$ cat src/hw/rtl/mtep_pkg.sv
// ----------------------------------------------------------------------------
// mtep_pkg
// Shared types and constants for the track chunk parser.
// ----------------------------------------------------------------------------
package mtep_pkg;

    localparam int QueueDepth = 4;

    typedef enum logic [3:0] {
        PH_HEADER   = 4'd0,
        PH_DELTA    = 4'd1,
        PH_STATUS   = 4'd2,
        PH_DATA1    = 4'd3,
        PH_DATA2    = 4'd4,
        PH_METATYPE = 4'd5,
        PH_LENGTH   = 4'd6,
        PH_PAYLOAD  = 4'd7
    } phase_t;

    localparam logic [1:0] REC_EVENT   = 2'd0;
    localparam logic [1:0] REC_PAYLOAD = 2'd1;
    localparam logic [1:0] REC_END     = 2'd2;

    localparam logic [7:0] STATUS_MIN  = 8'h80;
    localparam logic [7:0] SYSTEM_MIN  = 8'hF0;
    localparam logic [7:0] SYSEX_START = 8'hF0;
    localparam logic [7:0] SYSEX_ESC   = 8'hF7;
    localparam logic [7:0] META_STATUS = 8'hFF;
    localparam logic [6:0] VLQ_MASK    = 7'h7F;

    // one record as it travels from front to back
    typedef struct packed {
        logic [1:0]  record_kind;
        logic [3:0]  event_kind;
        logic [7:0]  status_byte;
        logic [7:0]  meta_code;
        logic [7:0]  first_value;
        logic [7:0]  second_value;
        logic [31:0] delta_ticks;
        logic [31:0] payload_length;
        logic [7:0]  payload_value;
        logic [31:0] chunk_bytes;
        logic        last;
    } record_t;

    function automatic logic [3:0] kind_of(input logic [7:0] st);
        logic [3:0] k;
        k = 4'd0;
        if (st >= STATUS_MIN && st < SYSTEM_MIN)
            k = {1'b0, st[6:4]} + 4'd1;
        else if (st == SYSEX_START || st == SYSEX_ESC)
            k = 4'd8;
        else if (st == META_STATUS)
            k = 4'd9;
        return k;
    endfunction

    function automatic logic one_data_byte(input logic [7:0] st);
        return (st[7:4] == 4'hC) || (st[7:4] == 4'hD);
    endfunction

endpackage

$ cat src/hw/rtl/mtep_front.sv
// ----------------------------------------------------------------------------
// mtep_front
// Byte parser: walks the chunk state and produces up to two records a byte.
// ----------------------------------------------------------------------------
module mtep_front
    import mtep_pkg::*;
(
    input  logic        clk,
    input  logic        rst_n,
    input  logic        in_valid,
    output logic        in_ready,
    input  logic [7:0]  data_byte,
    output logic        rec_valid,
    input  logic        rec_ready,
    output record_t     rec_data
);

    phase_t      phase_reg, phase_next;
    logic [2:0]  hidx_reg, hidx_next;
    logic [31:0] decl_reg, decl_next;
    logic [31:0] cons_reg, cons_next;
    logic [7:0]  run_reg, run_next;
    logic [31:0] delta_reg, delta_next;
    logic [7:0]  cur_reg, cur_next;
    logic [7:0]  meta_reg, meta_next;
    logic [7:0]  held_reg, held_next;
    logic [31:0] prem_reg, prem_next;
    // second record waiting from the previous byte
    logic        pend_reg, pend_next;
    record_t     pendrec_reg, pendrec_next;

    logic        n_first, n_end, boundary, take;
    record_t     rec0, rec_end;
    logic [31:0] vlq_len;
    logic [7:0]  b;

    assign b        = data_byte;
    assign in_ready = !pend_reg && rec_ready;
    assign take     = in_valid && in_ready;

    // next state and records
    always_comb
    begin
        phase_next = phase_reg;
        hidx_next  = hidx_reg;
        decl_next  = decl_reg;
        cons_next  = cons_reg;
        run_next   = run_reg;
        delta_next = delta_reg;
        cur_next   = cur_reg;
        meta_next  = meta_reg;
        held_next  = held_reg;
        prem_next  = prem_reg;
        n_first    = 1'b0;
        n_end      = 1'b0;
        boundary   = 1'b0;
        rec0       = '0;
        rec_end    = '0;
        vlq_len    = {prem_reg[24:0], b[6:0] & VLQ_MASK};
        if (phase_reg != PH_HEADER && cons_reg != '1)
            cons_next = cons_reg + 32'd1;
        unique case (phase_reg)
            PH_DELTA:
            begin
                delta_next = {delta_reg[24:0], b[6:0]};
                if (!b[7])
                    phase_next = PH_STATUS;
            end
            PH_STATUS:
            begin
                meta_next = '0;
                if (b[7]) begin
                    cur_next = b;
                    if (b < SYSTEM_MIN) begin
                        run_next   = b;
                        phase_next = PH_DATA1;
                    end else if (b == SYSEX_START || b == SYSEX_ESC) begin
                        prem_next  = '0;
                        phase_next = PH_LENGTH;
                    end else if (b == META_STATUS) begin
                        phase_next = PH_METATYPE;
                    end else begin
                        n_first = 1'b1;
                        rec0.status_byte = b;
                        rec0.delta_ticks = delta_reg;
                        rec0.last = 1'b1;
                        boundary = 1'b1;
                    end
                end else if (run_reg != '0) begin
                    cur_next  = run_reg;
                    held_next = b;
                    if (one_data_byte(run_reg)) begin
                        n_first = 1'b1;
                        rec0.event_kind  = kind_of(run_reg);
                        rec0.status_byte = run_reg;
                        rec0.first_value = b;
                        rec0.delta_ticks = delta_reg;
                        rec0.last = 1'b1;
                        boundary = 1'b1;
                    end else begin
                        phase_next = PH_DATA2;
                    end
                end else begin
                    cur_next = '0;
                    n_first = 1'b1;
                    rec0.first_value = b;
                    rec0.delta_ticks = delta_reg;
                    rec0.last = 1'b1;
                    boundary = 1'b1;
                end
            end
            PH_DATA1:
            begin
                held_next = b;
                if (one_data_byte(cur_reg)) begin
                    n_first = 1'b1;
                    rec0.event_kind  = kind_of(cur_reg);
                    rec0.status_byte = cur_reg;
                    rec0.first_value = b;
                    rec0.delta_ticks = delta_reg;
                    rec0.last = 1'b1;
                    boundary = 1'b1;
                end else begin
                    phase_next = PH_DATA2;
                end
            end
            PH_DATA2:
            begin
                n_first = 1'b1;
                rec0.event_kind   = kind_of(cur_reg);
                rec0.status_byte  = cur_reg;
                rec0.first_value  = held_reg;
                rec0.second_value = b;
                rec0.delta_ticks  = delta_reg;
                rec0.last = 1'b1;
                boundary = 1'b1;
            end
            PH_METATYPE:
            begin
                meta_next  = b;
                prem_next  = '0;
                phase_next = PH_LENGTH;
            end
            PH_LENGTH:
            begin
                prem_next = vlq_len;
                if (!b[7]) begin
                    n_first = 1'b1;
                    rec0.event_kind     = kind_of(cur_reg);
                    rec0.status_byte    = cur_reg;
                    rec0.meta_code      = meta_reg;
                    rec0.delta_ticks    = delta_reg;
                    rec0.payload_length = vlq_len;
                    rec0.last = (vlq_len == '0);
                    if (vlq_len == '0)
                        boundary = 1'b1;
                    else
                        phase_next = PH_PAYLOAD;
                end
            end
            PH_PAYLOAD:
            begin
                if (prem_reg != '0)
                    prem_next = prem_reg - 32'd1;
                n_first = 1'b1;
                rec0.record_kind   = REC_PAYLOAD;
                rec0.event_kind    = kind_of(cur_reg);
                rec0.status_byte   = cur_reg;
                rec0.meta_code     = meta_reg;
                rec0.delta_ticks   = delta_reg;
                rec0.payload_value = b;
                rec0.last = (prem_next == '0);
                boundary  = (prem_next == '0);
            end
            default:
            begin
                phase_next = PH_HEADER;
                if (hidx_reg[2])
                    decl_next = {decl_reg[23:0], b};
                if (hidx_reg == 3'd7) begin
                    hidx_next = '0;
                    cons_next = '0;
                    if (decl_next == '0) begin
                        n_first = 1'b1;
                        rec0.record_kind = REC_END;
                        rec0.last = 1'b1;
                    end else begin
                        delta_next = '0;
                        phase_next = PH_DELTA;
                    end
                end else begin
                    hidx_next = hidx_reg + 3'd1;
                end
            end
        endcase
        if (boundary) begin
            if (cons_next >= decl_reg) begin
                n_end = 1'b1;
                rec_end.record_kind = REC_END;
                rec_end.chunk_bytes = decl_reg;
                rec_end.last = 1'b1;
                phase_next = PH_HEADER;
                hidx_next  = '0;
            end else begin
                delta_next = '0;
                phase_next = PH_DELTA;
            end
        end
    end

    // output selection
    always_comb
    begin
        pend_next    = pend_reg;
        pendrec_next = pendrec_reg;
        rec_valid    = 1'b0;
        rec_data     = rec0;
        if (pend_reg) begin
            rec_valid = 1'b1;
            rec_data  = pendrec_reg;
            if (rec_ready)
                pend_next = 1'b0;
        end else if (take) begin
            if (n_first) begin
                rec_valid = 1'b1;
                rec_data  = rec0;
                if (n_end) begin
                    pend_next    = 1'b1;
                    pendrec_next = rec_end;
                end
            end else if (n_end) begin
                rec_valid = 1'b1;
                rec_data  = rec_end;
            end
        end
    end

    // state registers
    always_ff @(posedge clk or negedge rst_n)
    begin
        if (!rst_n) begin
            phase_reg <= PH_HEADER;
            hidx_reg  <= '0;
            decl_reg  <= '0;
            cons_reg  <= '0;
            run_reg   <= '0;
            delta_reg <= '0;
            cur_reg   <= '0;
            meta_reg  <= '0;
            held_reg  <= '0;
            prem_reg  <= '0;
            pend_reg  <= 1'b0;
        end else begin
            pend_reg <= pend_next;
            if (take) begin
                phase_reg <= phase_next;
                hidx_reg  <= hidx_next;
                decl_reg  <= decl_next;
                cons_reg  <= cons_next;
                run_reg   <= run_next;
                delta_reg <= delta_next;
                cur_reg   <= cur_next;
                meta_reg  <= meta_next;
                held_reg  <= held_next;
                prem_reg  <= prem_next;
            end
        end
    end

    // pending record payload
    always_ff @(posedge clk)
    begin
        pendrec_reg <= pendrec_next;
    end

endmodule

$ cat src/hw/rtl/mtep_queue.sv
// ----------------------------------------------------------------------------
// mtep_queue
// Record queue between the parser and the output side.
// ----------------------------------------------------------------------------
module mtep_queue
    import mtep_pkg::*;
#(
    parameter int Depth = QueueDepth
)
(
    input  logic    clk,
    input  logic    rst_n,
    input  logic    wr_valid,
    output logic    wr_ready,
    input  record_t wr_data,
    output logic    rd_valid,
    input  logic    rd_ready,
    output record_t rd_data
);

    localparam int AW = (Depth > 1) ? $clog2(Depth) : 1;

    record_t         mem_reg [Depth];
    logic [AW-1:0]   wptr_reg, rptr_reg;
    logic [AW:0]     cnt_reg;
    logic            wr_en, rd_en;

    assign wr_ready = (cnt_reg != AW'(0) + (AW+1)'(Depth));
    assign rd_valid = (cnt_reg != '0);
    assign rd_data  = mem_reg[rptr_reg];
    assign wr_en    = wr_valid && wr_ready;
    assign rd_en    = rd_valid && rd_ready;

    // pointers and fill count
    always_ff @(posedge clk or negedge rst_n)
    begin
        if (!rst_n) begin
            wptr_reg <= '0;
            rptr_reg <= '0;
            cnt_reg  <= '0;
        end else begin
            if (wr_en)
                wptr_reg <= (wptr_reg == AW'(Depth - 1)) ? '0 : wptr_reg + 1'b1;
            if (rd_en)
                rptr_reg <= (rptr_reg == AW'(Depth - 1)) ? '0 : rptr_reg + 1'b1;
            if (wr_en && !rd_en)
                cnt_reg <= cnt_reg + 1'b1;
            else if (rd_en && !wr_en)
                cnt_reg <= cnt_reg - 1'b1;
        end
    end

    // storage
    always_ff @(posedge clk)
    begin
        if (wr_en)
            mem_reg[wptr_reg] <= wr_data;
    end

endmodule

$ cat src/hw/rtl/midi_track_event_parser_core.sv
// Latency: a byte's first record can leave the cycle after the byte is taken.
// Throughput: one byte per cycle unless the queue is full; a byte that yields
// an event and the end record holds the input while the second record issues.
// A 4-entry record queue decouples the parser from the output handshake.
// Reset: asynchronous, active low; parser returns to chunk header, queue empty.
// ----------------------------------------------------------------------------
// midi_track_event_parser_core
// Track chunk byte parser producing event, payload and end records.
// ----------------------------------------------------------------------------
module midi_track_event_parser_core
    import mtep_pkg::*;
#(
    parameter int Depth = QueueDepth
)
(
    input  logic        clk,
    input  logic        rst_n,
    input  logic        in_valid,
    output logic        in_ready,
    input  logic [7:0]  data_byte,
    output logic        out_valid,
    input  logic        out_ready,
    output logic [1:0]  record_kind,
    output logic [3:0]  event_kind,
    output logic [7:0]  status_byte,
    output logic [7:0]  meta_code,
    output logic [7:0]  first_value,
    output logic [7:0]  second_value,
    output logic [31:0] delta_ticks,
    output logic [31:0] payload_length,
    output logic [7:0]  payload_value,
    output logic [31:0] chunk_bytes,
    output logic        last
);

    logic    rec_valid, rec_ready;
    record_t rec_data, q_data;

    mtep_front u_front (
        .clk       (clk),
        .rst_n     (rst_n),
        .in_valid  (in_valid),
        .in_ready  (in_ready),
        .data_byte (data_byte),
        .rec_valid (rec_valid),
        .rec_ready (rec_ready),
        .rec_data  (rec_data)
    );

    mtep_queue #(.Depth(Depth)) u_queue (
        .clk      (clk),
        .rst_n    (rst_n),
        .wr_valid (rec_valid),
        .wr_ready (rec_ready),
        .wr_data  (rec_data),
        .rd_valid (out_valid),
        .rd_ready (out_ready),
        .rd_data  (q_data)
    );

    // unpack record fields
    assign record_kind    = q_data.record_kind;
    assign event_kind     = q_data.event_kind;
    assign status_byte    = q_data.status_byte;
    assign meta_code      = q_data.meta_code;
    assign first_value    = q_data.first_value;
    assign second_value   = q_data.second_value;
    assign delta_ticks    = q_data.delta_ticks;
    assign payload_length = q_data.payload_length;
    assign payload_value  = q_data.payload_value;
    assign chunk_bytes    = q_data.chunk_bytes;
    assign last           = q_data.last;

endmodule

$ cat config.mk
export PLATFORM = sky130hd
export DESIGN_NAME = midi_track_event_parser_core
export DESIGN_NICKNAME = d
export VERILOG_FILES = /design/src/hw/rtl/mtep_pkg.sv /design/src/hw/rtl/mtep_front.sv /design/src/hw/rtl/mtep_queue.sv /design/src/hw/rtl/midi_track_event_parser_core.sv
export SDC_FILE = /design/constraint.sdc
export NUM_CORES = 1
export LEC_CHECK = 0
export BUFFER_PORTS_ARGS = -buffer_cell sky130_fd_sc_hd__buf_4
export CAP_MARGIN = 20
export CORE_MARGIN = 2
export CORE_UTILIZATION = 35
export CTS_BUF_LIST = sky130_fd_sc_hd__clkbuf_16
export DETAILED_ROUTE_END_ITERATION = 10
export GPL_TIMING_DRIVEN = 0
export PLACE_DENSITY = 0.54
export SLEW_MARGIN = 20
export SYNTH_ARGS = -nofsm -noshare
export SYNTH_HDL_FRONTEND = slang
export SYNTH_SLANG_ARGS = --single-unit
export TNS_END_PERCENT = 20
$ cat constraint.sdc
create_clock -name clk -period 12.7 [get_ports clk]
set_clock_uncertainty 0.1 [all_clocks]
set_input_delay 3.175 -clock clk [delete_from_list [all_inputs] [get_ports clk]]
set_output_delay 3.175 -clock clk [all_outputs]
set_load 0.05 [all_outputs]
==> results.cfg, run 1 <==
[sta]
timing.final.crit_period_ns = 6.97
setup_viol = 0
rsz0062_at_grt = false
min_period_over_period = 0.549
tightest_slew_ns = 1.07
maxSlewHeadroom = 0.282
finalHoldViolCount = 0
whs_ns = 0.383
fmaxAchievable_ghz = 0.144
final_max_slew_viol_count = 0
finalSetupTns_ns = 0

[synth]
yosys.area.top_type = edfxtp_1
synth_edf_count = 605
synth_warnings = 0
synth.cell_area_um2 = 33400
synthArstFlopShare = 0.223
synth_top_area_frac = 0.543
synth_cell_type_count = 72
synthFlopType = edfxtp_1
yosys-top-cells-area = edfxtp_1, dfrtp_1, mux4_2
ys_seq_elements = 779
synthCells = 2238
yosysSeqAreaShare = 0.673
avgSynthCellArea_um2 = 14.9
syn_nets = 2300

[finish]
mostFrequentLayoutCells = edfxtp_1, dfrtp_1, buf_4
synthToLayoutAreaGrowth_pct = 17.8
nets = 2563
diodes = 0
layout_commonest_cell = edfxtp_1
utilization = 0.415
layout-drive-gt1-share = 0.200
largest_reg_flops = 572

[worst_setup_path]
crit_required_ns = 9.43
slowest_stage = buf_1
timing.rr.end = u_front.delta_reg[28]
cpPeakStageDelay_ns = 0.73
r2r-start = u_front.phase_reg[2]
start_kind = flip-flop
rrSetupSlack_ns = 6.61
crit_type = reg -> out
cp_max_fo = 10
arrival_ns = 3.69
crit_path_end_kind = primary output
path_common_cell = clkbuf_2
ff2ff_path_depth = 18
cp_cell_sequence = clkbuf_2, clkbuf_2, buf_1, mux4_2, buf_4

[clocking]
post-cts-setup-buffers = 0
cts_made_buffers = 84
htree_num_levels = 3
cts_hold_buf = 0
insertion_delay_ns = 0.66
clkTransAtPathRegs_ns = 0.06
clk_root_buffer_cell = clkbuf_16
clockBufferDepth = 3
cts_resized = 0
cts_tree = done
cts.sinks = 779

[run_status]
outcome = finished clean

[detailed_routing]
viasPerCell = 5.34
drc = 0
num_vias = 20490
drt_iter0_markers = 1802
drtPass1Iterations = 5
ant_nets = 0
wl_per_cell_um = 23.0
wl_um = 88200

[grt]
grt_pass1_vias = 20885
grt_start_max_net_pins = 91
grt_antenna_before_repair = 5
grt_pass1_wl_um = 133000
gr-total-overflow = 0
grtUsageTotal = 0.178

[hold_path]
hold_end = u_front.held_reg[7]
hold_class = reg -> reg
hold_start = u_front.held_reg[7]
hold_depth = 2

[flow_run]
drv_cap = 0

[die]
initial_core_util = 0.353
num_rows = 113
fp.dieH_um = 313
core_area_um2 = 94900
boundaryPins = 157
dieArea_um2 = 98100
die_w_um = 313

[power]
leakage_nw = 14.1
p_total_mw = 10.6
p_per_area_nw_per_um2 = 270
irDropWorstVdd_mv = 0.118

[place]
place.gp.congestion = 0.878
hpwl_um = 60300
io_buffers = 156
critical path, delay by kind of cell (launching register included):
family | cells | cell delay [ns]
buffers and inverters | 4 | 2.03
DFF | 1 | 0.35
muxes | 1 | 0.65
synth_stat cells, types with 17 or more instances:
library cell	count
and3_1	17
a22oi_1	24
inv_1	54
xor2_1	19
buf_1	20
clkbuf_1	102
nor2_1	140
nand3_1	26
edfxtp_1	605
o21ai_0	125
a32o_1	33
xnor2_1	20
a21oi_1	82
mux2_2	24
nand4_1	23
nand2_1	148
and2_1	122
dfrtp_1	174
mux4_2	143
ha_1	49
nor3_1	70
nor4_1	24
logic make-up (layout without fill, tap and decap cells):
group           Yosys count  count (layout)  synth area share
mux                     173             173             0.106
compound gates          360             360            0.0688
fa+ha+maj                50              50            0.0189
buf+inv                 190             524            0.0228
simple gates            647             647            0.0997
xor+xnor                 39              39            0.0102
flops                   779             779             0.673
how the worst max path moves through the flow:
stage	start	endpoint	slack [ns]	depth (start not counted)
final	u_queue.rptr_reg[0]	status_byte[0]	5.73	5
after global routing	u_queue.rptr_reg[0]	delta_ticks[30]	5.48	5
after CTS	u_queue.rptr_reg[0]	delta_ticks[30]	5.53	5
after detailed placement	data_byte[7]	u_queue.mem_reg[0][57]	5.35	11
after global placement	data_byte[7]	u_queue.mem_reg[3][54]	-0.30	10
after floorplan	data_byte[7]	u_queue.mem_reg[0][0]	3.87	9
power breakdown:
group | internal (mW) | switching (mW)
combinational | 1.55 | 3.17
clock | 1.35 | 1.04
sequential | 3.24 | 0.263
total | 6.15 | 4.47
area by class of cell:
type / instances / area [um^2]
inverter: 54 / 203
sequential: 779 / 22500
tap: 1265 / 1580
clock inverter: 72 / 604
fill: 8585 / 55500
timing repair buffer: 177 / 1610
clock buffer: 85 / 2130
multi-input combinational: 1269 / 10200
buffer: 136 / 567
metal layers:
metal  vias up  wire, um  global-route usage
li1       9149         -                   -
met1     10575     38400               0.244
met2       650     43200               0.294
met3       110      4960              0.0327
met4         6      1630              0.0462
met5         -        30                   0
stage by stage:
step	instances	instance area [um^2]	worst slack, ns
detailed placement	3679	36700	5.35
finish	3837	39400	5.73
CTS	3836	39400	5.53
floorplan	2238	33400	3.87
global placement	3659	36200	-0.296
global route	3837	39400	5.48
Note: power is estimated with default switching activity, not from simulation.
==> run 2, diff against run 1 <==
--- a/config.mk
+++ b/config.mk
@@ -5,6 +5,7 @@
 export SDC_FILE = /design/constraint.sdc
 export NUM_CORES = 1
 export LEC_CHECK = 0
+export ABC_AREA = 1
 export BUFFER_PORTS_ARGS = -buffer_cell sky130_fd_sc_hd__buf_4
 export CAP_MARGIN = 20
 export CORE_MARGIN = 2
@@ -12,7 +13,7 @@
 export CTS_BUF_LIST = sky130_fd_sc_hd__clkbuf_16
 export DETAILED_ROUTE_END_ITERATION = 10
 export GPL_TIMING_DRIVEN = 0
-export PLACE_DENSITY = 0.54
+export PLACE_DENSITY = 0.56
 export SLEW_MARGIN = 20
 export SYNTH_ARGS = -nofsm -noshare
 export SYNTH_HDL_FRONTEND = slang
==> constraint.sdc (replaced) <==
create_clock -name clk -period 5.6 [get_ports clk]
set_clock_uncertainty 0.1 [all_clocks]
set_input_delay 1.4 -clock clk [delete_from_list [all_inputs] [get_ports clk]]
set_output_delay 1.4 -clock clk [all_outputs]
set_load 0.05 [all_outputs]
==> run 2 against run 1 <==
Power rose by 120%. Sequential cell count stayed put. Synthesized cell count up 54%. Utilization is 0.052 points lower. Register-to-register slack worse by 6.1 ns. Synthesized area increased by 5.1%. First-iteration DRC count rose by 44%. Non-clock buffer count up 62. Sequential share of layout area fell by 2.8 points. Clock-buffer cell count rose by 2. Worst hold slack better by 0.0083 ns. Critical endpoint is now u_queue.mem_reg[3][42].
==> results.cfg, run 2 <==
[worst_setup_path]
arrival_ns = 5.70
crit_path_end_kind = flip-flop
start_kind = input port
crit_type = in -> reg
crit_required_ns = 5.83
cp_max_fo = 21

[place]
hpwl_um = 74300
place.gp.congestion = 0.928
io_buffers = 155

[clocking]
htree_num_levels = 3
clockBufferDepth = 3
clk_root_buffer_cell = clkbuf_16
post-cts-setup-buffers = 0
clkTransAtPathRegs_ns = 0.06
cts_tree = done
cts_made_buffers = 84
cts.sinks = 779
insertion_delay_ns = 0.65

[detailed_routing]
num_vias = 26633
drtPass1Iterations = 5
drt_iter0_markers = 2602
drc = 0
ant_nets = 0
wl_um = 106000
wl_per_cell_um = 20.8
viasPerCell = 5.25

[finish]
largest_reg_flops = 572
synthToLayoutAreaGrowth_pct = 17.8
fill_cells = 9691
layout_commonest_cell = edfxtp_1
mostFrequentLayoutCells = edfxtp_1, nor2_1, nand2_1
layout-drive-gt1-share = 0.103
nets = 3772

[power]
switching_power_mw = 10.7
leakage_nw = 15.5
p_per_area_nw_per_um2 = 568
comb_power_share = 0.450
switching_share = 0.453
irDropWorstVdd_mv = 0.348
seq_power_share = 0.325
pwr-share-clk = 0.225
internal_power_mw = 12.9

[die]
fp.dieH_um = 321
initial_core_util = 0.352
die_w_um = 321
core_area_um2 = 99900
boundaryPins = 157
num_rows = 116
dieArea_um2 = 103000

[synth]
synth_warnings = 0
synthCells = 3436
synth_top_area_frac = 0.517
synth.cell_area_um2 = 35200
ys_seq_elements = 779
yosysMostFrequentCell = edfxtp_1
synthTopCellsByCount = edfxtp_1, nor2_1, nand2_1
yosysSeqAreaShare = 0.640
yosys.area.top_type = edfxtp_1
syn_nets = 3498
synth_cell_type_count = 45
synthArstFlopShare = 0.223
synth_edf_count = 605
synthFlopType = edfxtp_1
avgSynthCellArea_um2 = 10.2
yosys-top-cells-area = edfxtp_1, dfrtp_1, o21ai_0

[sta]
maxSlewHeadroom = 0.215
timing.final.crit_period_ns = 5.47
whs_ns = 0.391
finalHoldViolCount = 0
final_max_slew_viol_count = 0
setup_viol = 0
min_period_over_period = 0.977
finalSetupTns_ns = 0
rsz0062_at_grt = true
tightest_slew_ns = 1.18
fmaxAchievable_ghz = 0.183

[grt]
gr-total-overflow = 0
grt_start_max_net_pins = 90
grt_pass1_vias = 25617
grtUsageTotal = 0.201
grt_antenna_before_repair = 1
grt_pass1_wl_um = 159000

[flow_run]
drv_cap = 0

[hold_path]
hold_class = reg -> reg

[run_status]
outcome = finished clean
## run 2: layer usage
| layer | track usage | vias to the layer above | wire (um) |
|---|---|---|---|
| met4 | 0.0564 | 2 | 2590 |
| met1 | 0.277 | 13070 | 46700 |
| met3 | 0.0298 | 156 | 6220 |
| li1 | - | 12597 | - |
| met5 | 0 | - | 13 |
| met2 | 0.331 | 808 | 50100 |
## run 2: final timing paths
check	to	start	slack, ns	depth (start not counted)
max	u_queue.mem_reg[3][42]	data_byte[2]	0.13	15
min	u_front.held_reg[1]	u_front.held_reg[1]	0.39	2
max reg2reg	u_front.pendrec_reg[31]	u_front.phase_reg[2]	0.54	21
min reg2reg	u_front.held_reg[1]	u_front.held_reg[1]	0.39	2
max in group asynchronous	u_front.prem_reg[18]	rst_n	3.78	3
min in group asynchronous	u_front.decl_reg[3]	rst_n	0.52	1
## run 2: power by group through the flow
stage,Combinational (mW),Clock (mW),Sequential (mW)
finish,10.6,5.30,7.64
global route,11.5,5.60,7.72
CTS,10.7,5.38,7.62
detailed placement,10.7,0,7.73
global placement,10.5,0,7.79
floorplan,7.01,0,7.59
## run 2: final cells by class
cell class / instances / area [um^2] / area share
antenna: 1 / 2.50 / 0.0000604
buffer: 186 / 772 / 0.0186
clock buffer: 87 / 2180 / 0.0526
clock inverter: 67 / 422 / 0.0102
inverter: 281 / 1060 / 0.0256
multi-input combinational: 2189 / 10900 / 0.262
sequential: 779 / 22500 / 0.544
tap: 1298 / 1620 / 0.0392
timing repair buffer: 189 / 1960 / 0.0474
## run 2: cells by family after synthesis
family,after synthesis,share of synthesized area
multiplexers,2,0.000640
adder cells (fa/ha/maj),50,0.0180
XOR/XNOR,31,0.00772
AND/OR/NAND/NOR,1282,0.152
flip-flops,779,0.640
AO/OA/AOI/OAI,824,0.129
buffers and inverters,468,0.0518
## run 2: critical path: stages
cell      delay, ns
clkbuf_1       0.62
inv_1          0.50
nand4_1        0.35
a21oi_2        0.13
nor3_2         0.28
o211ai_1       0.12
nand2_1        0.17
o21ai_0        0.22
nand2_1        0.17
nand2_1        0.28
nor2_4         0.50
buf_12         0.25
buf_12         0.21
buf_12         0.21
buf_12         0.20
## run 2: timing repair
action | CTS | global route
resized for setup | 4 | 4
hold buffers | 0 | 0
setup endpoints to repair | 143 | 38
## run 2: through the flow
step | std cells | area (um^2) | power, mW | util | worst slack [ns]
after floorplan | 3436 | 35200 | 14.6 | - | -1.37
after global placement | 4889 | 38000 | 18.3 | 0.380 | -6.26
after detailed placement | 4923 | 38800 | 18.4 | 0.389 | -0.424
after CTS | 5076 | 41400 | 23.7 | 0.415 | 0.0617
after global routing | 5076 | 41400 | 24.8 | 0.415 | -0.00309
final | 5077 | 41400 | 23.5 | 0.415 | 0.131
